File: src/hbpwm_pkg.sv
`timescale 1ns / 1ps
// ----------------------------------------------------------------------------
// hbpwm_pkg
// Types and codes shared by the H-bridge PWM gate sequencer modules.
// ----------------------------------------------------------------------------
package hbpwm_pkg;

    // Event codes carried by an input item
    typedef enum logic [2:0] {
        OP_OVERFLOW    = 3'd0,
        OP_COMPARE     = 3'd1,
        OP_OVERCURRENT = 3'd2,
        OP_START       = 3'd3,
        OP_STOP        = 3'd4
    } op_t;

    // Bridge modes
    typedef enum logic [1:0] {
        MODE_FWD   = 2'd0,
        MODE_REV   = 2'd1,
        MODE_BRAKE = 2'd2,
        MODE_HIGHZ = 2'd3
    } mode_t;

    // Configuration register indexes
    localparam logic [1:0] CFG_SPEED_OFFSET = 2'd0;
    localparam logic [1:0] CFG_DUTY_MIN     = 2'd1;
    localparam logic [1:0] CFG_DUTY_MAX     = 2'd2;

    typedef struct packed {
        logic [2:0] operation;
        logic [7:0] speed;
        logic       direction;
    } hbpwm_in_t;

    typedef struct packed {
        logic       a_high;
        logic       a_low;
        logic       b_high;
        logic       b_low;
        logic       led_zero;
        logic       led_one;
        logic [7:0] duty;
        logic [1:0] active_mode;
    } hbpwm_out_t;

    typedef struct packed {
        logic [7:0] speed_offset;
        logic [7:0] duty_min;
        logic [7:0] duty_max;
    } hbpwm_cfg_t;

    typedef struct packed {
        mode_t      pending_mode;
        mode_t      running_mode;
        logic [7:0] duty_value;
        logic       gate_ah;
        logic       gate_al;
        logic       gate_bh;
        logic       gate_bl;
        logic       led0;
        logic       led1;
    } hbpwm_state_t;

endpackage

File: src/hbpwm_event_logic.sv
`timescale 1ns / 1ps
// ----------------------------------------------------------------------------
// hbpwm_event_logic
// Next-state logic of the bridge: decodes one event item against the
// current state and configuration.
// ----------------------------------------------------------------------------
module hbpwm_event_logic
    import hbpwm_pkg::*;
(
    input  hbpwm_in_t    item,
    input  hbpwm_cfg_t   cfg,
    input  hbpwm_state_t state_cur,
    output hbpwm_state_t state_next
);

    logic [7:0] duty_sum;
    logic [7:0] duty_clamped;

    // Add offset with 8-bit wrap, then clamp (minimum checked first)
    always_comb
    begin
        duty_sum = item.speed + cfg.speed_offset;
        if (duty_sum < cfg.duty_min)
            duty_clamped = cfg.duty_min;
        else if (duty_sum > cfg.duty_max)
            duty_clamped = cfg.duty_max;
        else
            duty_clamped = duty_sum;
    end

    // Apply the event
    always_comb
    begin
        state_next = state_cur;
        case (item.operation)
            OP_OVERFLOW:
            begin
                state_next.running_mode = state_cur.pending_mode;
                case (state_cur.pending_mode)
                    MODE_FWD:
                    begin
                        {state_next.gate_ah, state_next.gate_al,
                         state_next.gate_bh, state_next.gate_bl} = 4'b1001;
                        {state_next.led0, state_next.led1} = 2'b10;
                    end
                    MODE_REV:
                    begin
                        {state_next.gate_ah, state_next.gate_al,
                         state_next.gate_bh, state_next.gate_bl} = 4'b0110;
                        {state_next.led0, state_next.led1} = 2'b01;
                    end
                    MODE_BRAKE:
                    begin
                        {state_next.gate_ah, state_next.gate_al,
                         state_next.gate_bh, state_next.gate_bl} = 4'b0101;
                        {state_next.led0, state_next.led1} = 2'b00;
                    end
                    default:
                    begin
                        {state_next.gate_ah, state_next.gate_al,
                         state_next.gate_bh, state_next.gate_bl} = 4'b0000;
                        {state_next.led0, state_next.led1} = 2'b11;
                    end
                endcase
            end
            OP_COMPARE:
            begin
                // End the drive phase: active high side off, its low side on
                if (state_cur.running_mode == MODE_FWD)
                begin
                    state_next.gate_ah = 1'b0;
                    state_next.gate_al = 1'b1;
                    {state_next.led0, state_next.led1} = 2'b00;
                end
                else if (state_cur.running_mode == MODE_REV)
                begin
                    state_next.gate_bh = 1'b0;
                    state_next.gate_bl = 1'b1;
                    {state_next.led0, state_next.led1} = 2'b00;
                end
            end
            OP_OVERCURRENT:
            begin
                // Float all gates until the next overflow
                {state_next.gate_ah, state_next.gate_al,
                 state_next.gate_bh, state_next.gate_bl} = 4'b0000;
                {state_next.led0, state_next.led1} = 2'b00;
                state_next.running_mode = MODE_HIGHZ;
            end
            OP_START:
            begin
                if (item.speed == 8'd0)
                begin
                    state_next.pending_mode = MODE_BRAKE;
                    state_next.duty_value   = 8'd0;
                end
                else
                begin
                    state_next.pending_mode = item.direction ? MODE_REV : MODE_FWD;
                    state_next.duty_value   = duty_clamped;
                end
            end
            OP_STOP:
            begin
                state_next.pending_mode = MODE_HIGHZ;
            end
            default:
            begin
                state_next = state_cur;
            end
        endcase
    end

endmodule

File: src/h_bridge_pwm_gate_sequencer.sv
`timescale 1ns / 1ps
// ----------------------------------------------------------------------------
// h_bridge_pwm_gate_sequencer
// Four-gate H-bridge drive sequencer: timer events in, gate/LED/duty items out.
// ----------------------------------------------------------------------------
// Pipeline: input register, then result register.
// Throughput: one item per cycle while the result stage is not stalled;
//   the event decode is a single short pass.
// Reset: asynchronous; modes go to high-Z, duty to 0, gates and LEDs low,
//   config to offset 0 / min 0 / max 255, both pipeline stages empty.
// ----------------------------------------------------------------------------
module h_bridge_pwm_gate_sequencer
    import hbpwm_pkg::*;
(
    input  logic       clk,
    input  logic       rst_n,
    input  logic       cfg_we,
    input  logic [1:0] cfg_index,
    input  logic [7:0] cfg_data,
    input  logic       in_valid,
    output logic       in_stall,
    input  hbpwm_in_t  in_data,
    output logic       out_valid,
    input  logic       out_stall,
    output hbpwm_out_t out_data
);

    hbpwm_cfg_t   cfg_reg;
    hbpwm_state_t state_reg;
    hbpwm_state_t state_next;
    hbpwm_in_t    item_reg;
    logic         item_valid_reg;
    hbpwm_out_t   out_reg;
    logic         out_valid_reg;
    logic         out_free;
    logic         advance;
    logic         accept;

    // Handshake: result stage frees when empty or taken
    assign out_free  = !out_valid_reg || !out_stall;
    assign advance   = item_valid_reg && out_free;
    assign in_stall  = item_valid_reg && !out_free;
    assign accept    = in_valid && !in_stall;
    assign out_valid = out_valid_reg;
    assign out_data  = out_reg;

    // Configuration registers
    always_ff @(posedge clk or negedge rst_n)
    begin
        if (!rst_n)
        begin
            cfg_reg.speed_offset <= 8'd0;
            cfg_reg.duty_min     <= 8'd0;
            cfg_reg.duty_max     <= 8'd255;
        end
        else if (cfg_we)
        begin
            case (cfg_index)
                CFG_SPEED_OFFSET: cfg_reg.speed_offset <= cfg_data;
                CFG_DUTY_MIN:     cfg_reg.duty_min     <= cfg_data;
                CFG_DUTY_MAX:     cfg_reg.duty_max     <= cfg_data;
                default:          cfg_reg              <= cfg_reg;
            endcase
        end
    end

    // Hold the accepted item
    always_ff @(posedge clk or negedge rst_n)
    begin
        if (!rst_n)
            item_valid_reg <= 1'b0;
        else if (accept)
            item_valid_reg <= 1'b1;
        else if (advance)
            item_valid_reg <= 1'b0;
    end

    always_ff @(posedge clk)
    begin
        if (accept)
            item_reg <= in_data;
    end

    hbpwm_event_logic u_event_logic (
        .item       (item_reg),
        .cfg        (cfg_reg),
        .state_cur  (state_reg),
        .state_next (state_next)
    );

    // Advance bridge state once per processed item
    always_ff @(posedge clk or negedge rst_n)
    begin
        if (!rst_n)
        begin
            state_reg.pending_mode <= MODE_HIGHZ;
            state_reg.running_mode <= MODE_HIGHZ;
            state_reg.duty_value   <= 8'd0;
            state_reg.gate_ah      <= 1'b0;
            state_reg.gate_al      <= 1'b0;
            state_reg.gate_bh      <= 1'b0;
            state_reg.gate_bl      <= 1'b0;
            state_reg.led0         <= 1'b0;
            state_reg.led1         <= 1'b0;
        end
        else if (advance)
        begin
            state_reg <= state_next;
        end
    end

    // Result register
    always_ff @(posedge clk or negedge rst_n)
    begin
        if (!rst_n)
            out_valid_reg <= 1'b0;
        else if (out_free)
            out_valid_reg <= item_valid_reg;
    end

    always_ff @(posedge clk)
    begin
        if (advance)
        begin
            out_reg.a_high      <= state_next.gate_ah;
            out_reg.a_low       <= state_next.gate_al;
            out_reg.b_high      <= state_next.gate_bh;
            out_reg.b_low       <= state_next.gate_bl;
            out_reg.led_zero    <= state_next.led0;
            out_reg.led_one     <= state_next.led1;
            out_reg.duty        <= state_next.duty_value;
            out_reg.active_mode <= state_next.running_mode;
        end
    end

endmodule

File: config.mk
export PLATFORM = sky130hd
export DESIGN_NAME = h_bridge_pwm_gate_sequencer
export DESIGN_NICKNAME = d
export VERILOG_FILES = /design/src/hbpwm_pkg.sv /design/src/hbpwm_event_logic.sv /design/src/h_bridge_pwm_gate_sequencer.sv
export SDC_FILE = /design/constraint.sdc
export NUM_CORES = 1
export LEC_CHECK = 0
export BUFFER_PORTS_ARGS = -buffer_cell sky130_fd_sc_hd__clkbuf_2
export CAP_MARGIN = 5
export CORE_UTILIZATION = 52
export CTS_CLUSTER_SIZE = 12
export DETAILED_ROUTE_END_ITERATION = 10
export GPL_ROUTABILITY_DRIVEN = 0
export GPL_TIMING_DRIVEN = 1
export HOLD_SLACK_MARGIN = 0.06
export PLACE_DENSITY = 0.73
export REMOVE_ABC_BUFFERS = 1
export SYNTH_ARGS = -nofsm -noshare
export SYNTH_HDL_FRONTEND = slang
export SYNTH_SLANG_ARGS = --single-unit
File: constraint.sdc
create_clock -name clk -period 3.2 [get_ports clk]
set_input_delay 0 -clock clk [delete_from_list [all_inputs] [get_ports clk]]
set_output_delay 0 -clock clk [all_outputs]
set_load 0.01 [all_outputs]
Word level (Yosys, flattened, before mapping)
Index checks and enable logic that the tools add are counted.

word-level totals
  register bits = 72
  output and inout bits = 18
  logic and storage cells = 72

cells by class
  add/sub/neg operators = 1
  magnitude comparators = 2
  equal/unequal tests = 9
  muxes and demuxes = 16
  reductions and logical operators = 19

operators with widths
  kind                                                                    count
  6-bit case mux with 3 select lines                                      2
  8-bit 2-to-1 mux                                                        4
  8-bit adder                                                             1
  8-bit greater-than comparator                                           1
  8-bit logical NOT                                                       1
  8-bit < comparator                                                      1
  2-bit 2-to-1 mux                                                        4
  2-bit case mux with 2 select lines                                      2
  2-bit AND reduction                                                     4
  2-bit by 1-bit equality test with 1-bit output (second input constant)  3
  3-bit by 2-bit equality test with 1-bit output (second input constant)  2
  2-bit logical NOT                                                       3
  2-bit equality test (second input constant)                             2
  1-bit logical NOT                                                       4
  4-bit 2-to-1 mux                                                        1
  2-bit nonzero test                                                      2
  3-bit by 1-bit equality test with 1-bit output (second input constant)  1
  3-bit equality test (second input constant)                             1
  1-bit logical AND                                                       3
  3-bit logical NOT                                                       1
  1-bit 2-to-1 mux                                                        3
  1-bit logical OR                                                        1

Logic depth before layout (Yosys ltp)
  depth after elaboration = 7
  depth in mapped cells = 13
  gate-level depth less buffers = 13

Modules after synthesis
From an unflattened synthesis, not the netlist that was laid out.

unflattened totals
  cells, all modules = 307
  area, all modules = 3779.9 µm²

modules (own cells, without submodules)
  module                       times used  cells each  area an instance (µm²)  sequential area each (µm²)
  h_bridge_pwm_gate_sequencer  1           125         2537.4                  1956.9
  hbpwm_event_logic            1           182         1242.4                  0.0

Worst setup path before layout
Ideal clock, no wire load.

  path type = register to register
  from = reg cfg_reg[16] (netlist bit)
  to = reg out_reg, in the netlist out_data[9] (data pin)
  arrival time = 3055 ps
  setup slack = -111 ps
  cell stages (with the launch flop) = 14
  path buffers = 0
  cells stage by stage = dfrtp_1 -> ha_1 -> fa_1 -> a21oi_1 -> o211ai_1 -> a21oi_1 -> xnor2_1 -> ha_1 -> and4_1 -> nand4_1 -> o31a_1 -> nand2_1 -> a211o_1 -> a32o_1

RTL lines
  what                      RTL line                           RTL
  start: declaration        h_bridge_pwm_gate_sequencer.sv:28  hbpwm_cfg_t cfg_reg;
  start signal: assignment  h_bridge_pwm_gate_sequencer.sv:62  default: cfg_reg <= cfg_reg;
  end: declaration          h_bridge_pwm_gate_sequencer.sv:33  hbpwm_out_t out_reg;

==> metrics.csv <==
metric;value;unit
grt_max_degree;45;
grt_overflow;0;
critical_path_peak_fanout;4;
cap_violations;0;
path_class;register to register;
startpoint_type;register;
rsz0062_at_grt;true;
power_leakage;0.00210;uW
via_per_inst;5.57;
slowest_stage;dfrtp_1;
io_buffers;44;
async_reset_ff_share;61.1;%
fmax;0.298;GHz
grt_pass1_wl;13600;um
max_stage_delay;390;ps
dieArea;0.00754;mm^2
final_max_slew_viol_count;0;
ir_drop;0.436;mV
die-height;86.9;um
endpoint_kind;register;
syn_to_final_growth;28.9;%
wl_per_cell;16.9;um
antenna_cells;0;
synthFlopType;dfrtp_1;
arrival;3460;ps
routed_wl;8620;um
power_density;772;mW/mm^2
fin_cells;511;
seq_area_frac_synth;52.3;%
hp-class;input port to register;
cts_buffers;9;
netlist_instances;314;
cts_tree;built;
synthesis.area;0.00374;mm^2
drive_above_1_share;36.6;%
drc;0;
hold_violations;0;
r2r_setup_slack;-150;ps
avgSynthCellArea;11.9;um^2
p_total;3720;uW
synth_seq_cells;72;
routed-via-count;2844;
period_needed;3350;ps
antenna_found_initial;0;
synth_cell_types;48;
clk_pin_slew;80;ps
htreeDepth;3;
setup_viol;8;
clock-sinks;72;
first_pass_iters;4;
cts_buffer_depth;2;
first_iter_violations;121;
period_share;105;%
ant_nets;0;
dp_hpwl;5890;um
yosys_warnings;0;
die_x;86.9;um
start_util;54.5;%
clock-skew-final;11.9;ps
slew_headroom;50.9;%
coreArea;0.00687;mm^2
synth_edf_count;28;
dp_cells;467;
clk_latency;360;ps
io_pins;45;
largest_reg_flops;24;
root_buffer;clkbuf_8;
cp.required;3300;ps
worst_pin_slew;733;ps
violations;negative setup slack;
status;finished with violations;
layout.nets;465;
row_count;30;
grt_usage;24.2;%
first_global_vias;2917;
worst_slack;-153;ps
crit_chain;ha_2 -> buf_4 -> a211oi_4 -> o311ai_4 -> o31ai_4 -> xnor2_2 -> ha_1 -> and4_4 -> nand4_1 -> o31a_1 -> nand2_2 -> buf_6 -> o211ai_1 -> a32o_1;
[final cells by class]
| type | count | area, um^2 |
|---|---|---|
| Clock inverter | 4 | 45.0 |
| Timing Repair Buffer | 91 | 637 |
| Tap cell | 96 | 120 |
| Inverter | 22 | 82.6 |
| Clock buffer | 12 | 145 |
| Multi-Input combinational cell | 214 | 1840 |
| Sequential cell | 72 | 1960 |
| Fill cell | 477 | 2040 |
[report_power, final]
group / leakage (uW) / internal [uW] / switching, uW
Sequential: 0.000783 / 1210 / 122
Clock: 0.0000917 / 377 / 337
Combinational: 0.00123 / 801 / 875
Total: 0.00210 / 2390 / 1330
[Yosys cell counts (2+ instances only)]
cell / number / area [um^2]
dfrtp_1: 32 / 801
edfxtp_1: 28 / 841
mux2_2: 28 / 315
nand2_1: 28 / 105
ha_1: 27 / 338
inv_1: 22 / 82.6
nor2_1: 19 / 71.3
o21ai_0: 17 / 85.1
a32o_1: 14 / 140
dfstp_2: 12 / 315
a21oi_1: 10 / 50.1
nand2b_1: 7 / 43.8
o211ai_1: 6 / 45.0
clkbuf_1: 5 / 18.8
nand3_1: 4 / 20.0
nor3_1: 4 / 20.0
o31ai_1: 4 / 30.0
a211o_1: 3 / 26.3
a21o_1: 3 / 22.5
nand3b_1: 3 / 22.5
o31a_1: 3 / 26.3
xnor2_1: 3 / 26.3
xor2_1: 3 / 26.3
and2_1: 2 / 12.5
nand4_1: 2 / 12.5
o21a_1: 2 / 15.0
or4_1: 2 / 15.0
[cell families (layout without fill, tap and decap cells)]
family,count (synthesis),in the layout,synth area share [%]
adder cells (fa/ha/maj),28,28,9.56
AO/OA/AOI/OAI,72,73,14.7
flip-flops,72,72,52.3
XOR/XNOR,6,6,1.40
buffers and inverters,29,129,2.94
AND/OR/NAND/NOR,78,78,10.4
multiplexers,29,29,8.69
[worst max-delay path: cells and delay by family (launching register included)]
family                   cells  cell delay, ps
AO/OA/AOI/OAI                6            1250
XOR/XNOR                     1             100
adder cells (fa/ha/maj)      2             540
buffers and inverters        2             260
flip-flops                   1             390
AND/OR/NAND/NOR              3             560
[path summary, 6_finish.rpt]
kind / startpoint / to / cells past startpoint
max in group asynchronous: rst_n / state_reg[4]$_DFFE_PN0P_ / 3
hold / removal: cfg_index[0] / cfg_reg[18]$_DFFE_PN0P_ / 3
hold reg to reg: item_reg[0]$_DFFE_PP_ / state_reg[16]$_DFFE_PN1P_ / 2
min in group asynchronous: rst_n / cfg_reg[9]$_DFFE_PN0P_ / 3
setup reg to reg: cfg_reg[16]$_DFFE_PN0P_ / out_data[7]$_DFFE_PP_ / 14
setup / recovery: cfg_reg[16]$_DFFE_PN0P_ / out_data[7]$_DFFE_PP_ / 14
[per-stage QoR]
step	setup WS, ps	TNS, ps	cell area [um^2]	utilization, %	hold WS (ps)
after floorplan	-111	-204	3720	-	-296
final	-153	-927	4820	70.2	127
after CTS	-183	-1170	4700	68.5	124
after detailed placement	-454	-4310	4210	61.2	123
after global routing	-249	-2410	4820	70.2	137
after global placement	-267	-1940	4210	61.2	122
[routing by layer]
layer / vias up / part of all wire [%] / GRT usage [%]
met3: 22 / 3.4 / 5.69
met4: 0 / 3.5 / 12.4
met5: - / 0 / 0
met2: 62 / 50 / 41.0
li1: 1360 / - / -
met1: 1400 / 43 / 28.8
[timing repair]
action                                 4_1_cts  5_1_grt
endpoints found under the hold margin       70        0
pin swaps                                   20       20
setup buffers                                1        2
hold buffers                                24        0
setup endpoints to repair                   16       16
gates resized for setup                     17       18
cloned                                       0        1
[layout by cell type, fill, tap and decap left out, types with 3 or more instances in the layout]
| cell | synthesis | routed |
|---|---|---|
| edfxtp_1 | 28 | 28 |
| dfrtp_1 | 32 | 32 |
| o21ai_0 | 17 | 13 |
| nor2_1 | 19 | 18 |
| dlygate4sd3_1 | 0 | 24 |
| a21o_1 | 3 | 3 |
| nand3b_1 | 3 | 3 |
| o31a_1 | 3 | 3 |
| ha_4 | 0 | 3 |
| nand3_1 | 4 | 4 |
| a21oi_1 | 10 | 6 |
| dfstp_2 | 12 | 12 |
| clkbuf_8 | 0 | 10 |
| a211o_1 | 3 | 3 |
| o21ai_1 | 0 | 3 |
| inv_1 | 22 | 22 |
| mux2_2 | 28 | 28 |
| o211ai_1 | 6 | 6 |
| nand2_1 | 28 | 27 |
| clkbuf_2 | 0 | 44 |
| nand2b_1 | 7 | 7 |
| ha_1 | 27 | 23 |
| buf_4 | 0 | 22 |
| nor3_2 | 0 | 3 |
| a32o_1 | 14 | 14 |
| a21oi_2 | 0 | 4 |
Note: power is estimated with default switching activity, not from simulation.
